<file path="config.mk">
export PLATFORM = sky130hd
export DESIGN_NAME = wct_fifo
export DESIGN_NICKNAME = d
export VERILOG_FILES = /design/src/sv/wct_pkg.sv /design/src/sv/wct_fifo.sv
export SDC_FILE = /design/constraint.sdc
export NUM_CORES = 1
export LEC_CHECK = 0
export BUFFER_PORTS_ARGS = -buffer_cell sky130_fd_sc_hd__buf_2
export CAP_MARGIN = 20
export CORE_MARGIN = 1
export CORE_UTILIZATION = 40
export DETAILED_ROUTE_END_ITERATION = 16
export SLEW_MARGIN = 20
export SYNTH_ARGS = -nofsm -noshare
export SYNTH_HDL_FRONTEND = slang
export SYNTH_SLANG_ARGS = --single-unit
</file>
<file path="constraint.sdc">
create_clock -name clk -period 21 [get_ports clk]
set_clock_uncertainty 0.05 [all_clocks]
set_input_delay 1.05 -clock clk [delete_from_list [all_inputs] [get_ports clk]]
set_output_delay 1.05 -clock clk [all_outputs]
set_load 0.02 [all_outputs]
</file>
<file path="src/sv/wct_pkg.sv">
`default_nettype none
package wct_pkg;

  localparam int MAX_WIDTH_DEF = 2048;
  localparam int QDEPTH_DEF    = 8;
  localparam int KDIM          = 5;
  localparam int NBANK         = KDIM - 1;

  localparam logic [31:0] THR_RESET  = 32'd3276825;
  localparam logic [23:0] DIMS_RESET = 24'd1638800;
  localparam logic [11:0] DIM_MIN    = 12'd5;
  localparam logic [7:0]  PIX_MAX    = 8'd255;

  typedef enum logic [2:0] {
    REG_MODE  = 3'd0,
    REG_COEF0 = 3'd1,
    REG_COEF1 = 3'd2,
    REG_COEF2 = 3'd3,
    REG_COEF3 = 3'd4,
    REG_COEF4 = 3'd5,
    REG_THR   = 3'd6,
    REG_DIMS  = 3'd7
  } reg_idx_t;

  typedef struct packed {
    logic [7:0] pixel_in;
    logic       frame_start;
  } in_beat_t;

  typedef struct packed {
    logic [7:0]  pixel_out;
    logic [11:0] out_row;
    logic [11:0] out_col;
    logic        from_filter;
    logic        last_of_run;
  } out_beat_t;

  typedef struct packed {
    logic                  mode;
    logic [KDIM-1:0][39:0] coeff;
    logic [31:0]           thr;
    logic [23:0]           dims;
  } cfg_t;

  typedef struct packed {
    logic        interior;
    logic        border;
    logic [7:0]  pix;
    logic [11:0] row;
    logic [11:0] col;
    logic [11:0] irow;
    logic [11:0] icol;
  } meta_t;

  typedef logic [KDIM-1:0][KDIM-1:0][7:0] win_t;

  typedef struct packed {
    meta_t meta;
    win_t  win;
  } q_item_t;

endpackage
`default_nettype wire

</file>
<file path="src/sv/wct_fifo.sv">
`default_nettype none
module wct_fifo import wct_pkg::*; #(
  parameter int DEPTH = QDEPTH_DEF
) (
  input  wire logic                       clk,
  input  wire logic                       rst_n,
  input  wire logic                       push,
  input  wire q_item_t                    push_item,
  input  wire logic                       pop,
  output      logic                       pop_valid,
  output      q_item_t                    pop_item,
  output      logic [$clog2(DEPTH+1)-1:0] count
);
  localparam int PW = (DEPTH > 1) ? $clog2(DEPTH) : 1;
  localparam int CW = $clog2(DEPTH+1);

  q_item_t        mem_r [DEPTH];
  logic [PW-1:0]  wr_r, wr_nxt, rd_r, rd_nxt;
  logic [CW-1:0]  cnt_r, cnt_nxt;

  always_comb begin
    wr_nxt  = wr_r;
    rd_nxt  = rd_r;
    cnt_nxt = cnt_r;
    if (push) begin
      wr_nxt = (wr_r == PW'(DEPTH-1)) ? '0 : wr_r + PW'(1);
    end
    if (pop) begin
      rd_nxt = (rd_r == PW'(DEPTH-1)) ? '0 : rd_r + PW'(1);
    end
    if (push && !pop) cnt_nxt = cnt_r + CW'(1);
    else if (pop && !push) cnt_nxt = cnt_r - CW'(1);
  end

  always_ff @(posedge clk) begin
    if (!rst_n) begin
      wr_r  <= '0;
      rd_r  <= '0;
      cnt_r <= '0;
    end else begin
      wr_r  <= wr_nxt;
      rd_r  <= rd_nxt;
      cnt_r <= cnt_nxt;
    end
  end

  always_ff @(posedge clk) begin
    if (push) mem_r[wr_r] <= push_item;
  end

  assign pop_valid = (cnt_r != '0);
  assign pop_item  = mem_r[rd_r];
  assign count     = cnt_r;

  a_no_overflow: assert property (@(posedge clk) disable iff (!rst_n)
    push && !pop |-> cnt_r != CW'(DEPTH)) else $error("queue overflow");
  a_no_underflow: assert property (@(posedge clk) disable iff (!rst_n)
    pop |-> cnt_r != '0) else $error("queue underflow");

endmodule
`default_nettype wire

</file>
==> results by group <==
Hold path
  • Min-Delay Path Class: in -> reg

Power and ir drop
  • Logic gate share of total power: 0.070
  • Sw frac: 0.215
  • Design Power: 8.98 mW
  • Max IR drop VDD: 0.0717 mV
  • Sw Pwr: about 1.9 mW
  • Clock network power share: 0.410
  • Leak: approximately 29 nW
  • Sequential Power Share: 0.520
  • Internal Power: approximately 7.0 mW
  • Pwr/cell area: 99.2 mW/mm2

Logic synthesis
  • Syn nets: 3325
  • Avg Cell Area, Syn: 25.5 um2
  • Yosys warns: 0
  • #FFs+latches synth: 2077
  • Unique masters post-synth: 27
  • Cells after Synth: about 3000
  • Area leader, netlist: edfxtp_1
  • Sequential area share after synthesis: 0.797
  • Yosys top cell area share: 0.794
  • Synth area leaders: edfxtp_1 79%, mux4_2 15%, mux2_2 3.4%
  • Mapped cell area: 0.0780 mm2

CTS
  • # hold bufs at CTS: 0
  • Register clock-pin slew on the reported worst setup and hold paths: 0.06 ns
  • CTS tree: done
  • Clk_lat worst skew: 0.82 ns
  • # clock sinks: about 2100
  • Root Driver: clkbuf_16
  • CTS Buf Count: approximately 210
  • Post-CTS setup buffer count: 0
  • Post-cts sizing count: 0
  • CTS H-Tree Depth: 4
  • Longest Clk Path Bufs: 3

Finish
  • Most frequent cells in the layout: 2064 x edfxtp_1, 524 x buf_2, 516 x mux4_2
  • Nets: 3966
  • Fillers: 15700
  • Final non-filler cell total: 6428
  • Ratio of cells with drive above 1 in the final layout: 0.426
  • Syn-to-layout area delta: 16.0%
  • Most common cell after layout, fill and taps aside: edfxtp_1

Timing
  • Clock period minus worst slack: 6.56 ns
  • Fin. Hold Viols: 0
  • Fin. max-slew vios: 0
  • Setup repair after global routing missed its margin: false
  • Actual slew at the worst max-slew pin: about 1.0 ns
  • F_max: approximately 150 MHz
  • Setup TNS: 0 ns
  • Final setup vio count: 0
  • Final Cycle Share: 0.313
  • Slew HR: 0.303

Job
  • Max cap viols: 0

Route
  • DR DRC count: 0
  • Wirelength per Cell: 25.5 um
  • DR iter-0 viols: roughly 2300
  • Vias per cell: roughly 5.3
  • Vias post-DR: 33900
  • Post-DRT Antenna Nets: 0
  • DRT Pass-1 Iters: 5
  • Total Wirelength: about 160000 um

Die
  • Chip height: approximately 440 um
  • Die Area: between 0.15 and 0.2 mm2
  • DIE WIDTH: roughly 440 um
  • Core footprint: 0.193 mm2
  • I/O Pins: about 530
  • Row cnt: between 150 and 200
  • Initial Util: 0.404

Setup path
  • Crit Path Class: reg -> out
  • Crit path top cell by count: buf_4
  • WP data arrival: 5.46 ns
  • Worst EP required: 19.90 ns
  • Critical Path Slowest Stage Cell: dfxtp_4
  • Largest stage delay, worst path: between 0.9 and 1 ns
  • Critical path startpoint category: flop
  • Crit end category: output pin
  • Worst-path cell chain: buf_12 -> buf_4 -> buf_4 -> mux4_2 -> mux2_2 -> buf_2
  • CP Max Fanout: 143

GRT
  • Initial antenna violation count: 58
  • Largest net degree at the start of global routing: between 100 and 150
  • Total gr overflow: 0
  • Tot GR Track Use: 0.166
  • Vias in the first global route: 36000
  • First-pass GRT wire length: between 200000 and 250000 um

Outcome
  • Outcome: finished clean

Placed design
  • HPWL Detailed: 85800 um
  • # port buffers: 524
  • Placer Congestion: 0.704
  • Placed Cells incl. Taps: 6012
==> area by class of cell <==
type | instances | area, um2 | share of cell area
sequential | 2077 | 62300 | 0.688
multi-input combinational | 829 | 15000 | 0.166
clock inverter | 129 | 1370 | 0.0151
timing repair buffer | 577 | 3180 | 0.0352
antenna | 24 | 60.1 | 0.000663
clock buffer | 263 | 5470 | 0.0605
tap | 2526 | 3160 | 0.0349
inverter | 3 | 11.3 | 0.000124
==> registers in the layout (all words and copies together) (netlist names), named ones only <==
signal and cells:
count 4, wr_r 3, rd_r 3, mem_r 2064
==> cell usage after synthesis <==
cell type / number
edfxtp_1: 2064
mux4_2: 516
mux2_2: 238
clkbuf_1: 54
buf_2: 50
buf_6: 28
mux2_4: 20
buf_1: 14
dfxtp_1: 13
nor2_1: 8
ha_1: 7
nand2_1: 7
nor2b_1: 5
and2_1: 4
mux2i_1: 4
nand2b_1: 4
a21oi_1: 3
inv_1: 3
nor3_1: 3
o21ai_0: 2
xnor2_1: 2
a211oi_1: 1
a31oi_1: 1
fa_1: 1
nand3_1: 1
o22ai_1: 1
or4_1: 1
==> kinds of logic after synthesis <==
family,Yosys count,share of synthesized area
xor gates and xnor gates,2,0.000224
adders and majority gates,8,0.00138
buffers and inverters,149,0.0107
DFF,2077,0.797
and+or+nand+nor,33,0.00212
muxes,778,0.188
AOI/OAI and AO/OA,8,0.000577
==> worst paths after layout <==
path | from | to | slack, ns | cells past startpoint
setup / recovery | flop | pop_item[125] | 14.44 | 6
hold / removal | push_item[76] | mem_r[2][76]$_DFFE_PP_ | 0.42 | 1
hold reg to reg | count[3]$_SDFFE_PN0P_ | count[3]$_SDFFE_PN0P_ | 0.44 | 2
setup reg to reg | wr_r[0]$_SDFFE_PN0P_ | mem_r[1][202]$_DFFE_PP_ | 16.85 | 6
==> power by group through the flow <==
stage / clock network, mW / registers [mW] / logic [mW]
after detailed placement: 0 / 4.76 / 0.644
after global placement: 0 / 4.76 / 0.638
after global routing: 3.92 / 4.68 / 0.674
after floorplan: 0 / 4.80 / 0.409
final: 3.68 / 4.67 / 0.628
after CTS: 3.77 / 4.67 / 0.646
==> critical path, delay by kind of cell (launching register included) <==
kind	cells	cell delay, ns
multiplexers	2	0.70
buffers and inverters	4	2.64
flip-flops	1	0.95
==> per-stage QoR <==
step           cell area, um2  utilization  setup slack (ns)  hold WS [ns]
2_1_floorplan           78000            -              1.25         0.463
3_3_place_gp            83600        0.433             15.16         0.413
3_5_place_dp            83600        0.433             15.16         0.431
4_1_cts                 90500        0.468             14.21         0.311
5_1_grt                 90500        0.468             14.10         0.358
6_report                90500        0.469             14.44         0.416
==> layer usage <==
layer / vias to the layer above / track usage / wire [um]
met5: - / 0 / 296
met4: 44 / 0.0496 / 3630
met3: 291 / 0.0421 / 9560
met2: 787 / 0.281 / 84000
met1: 18200 / 0.209 / 66400
li1: 14500 / - / -
(Power assumes the default switching activity.)
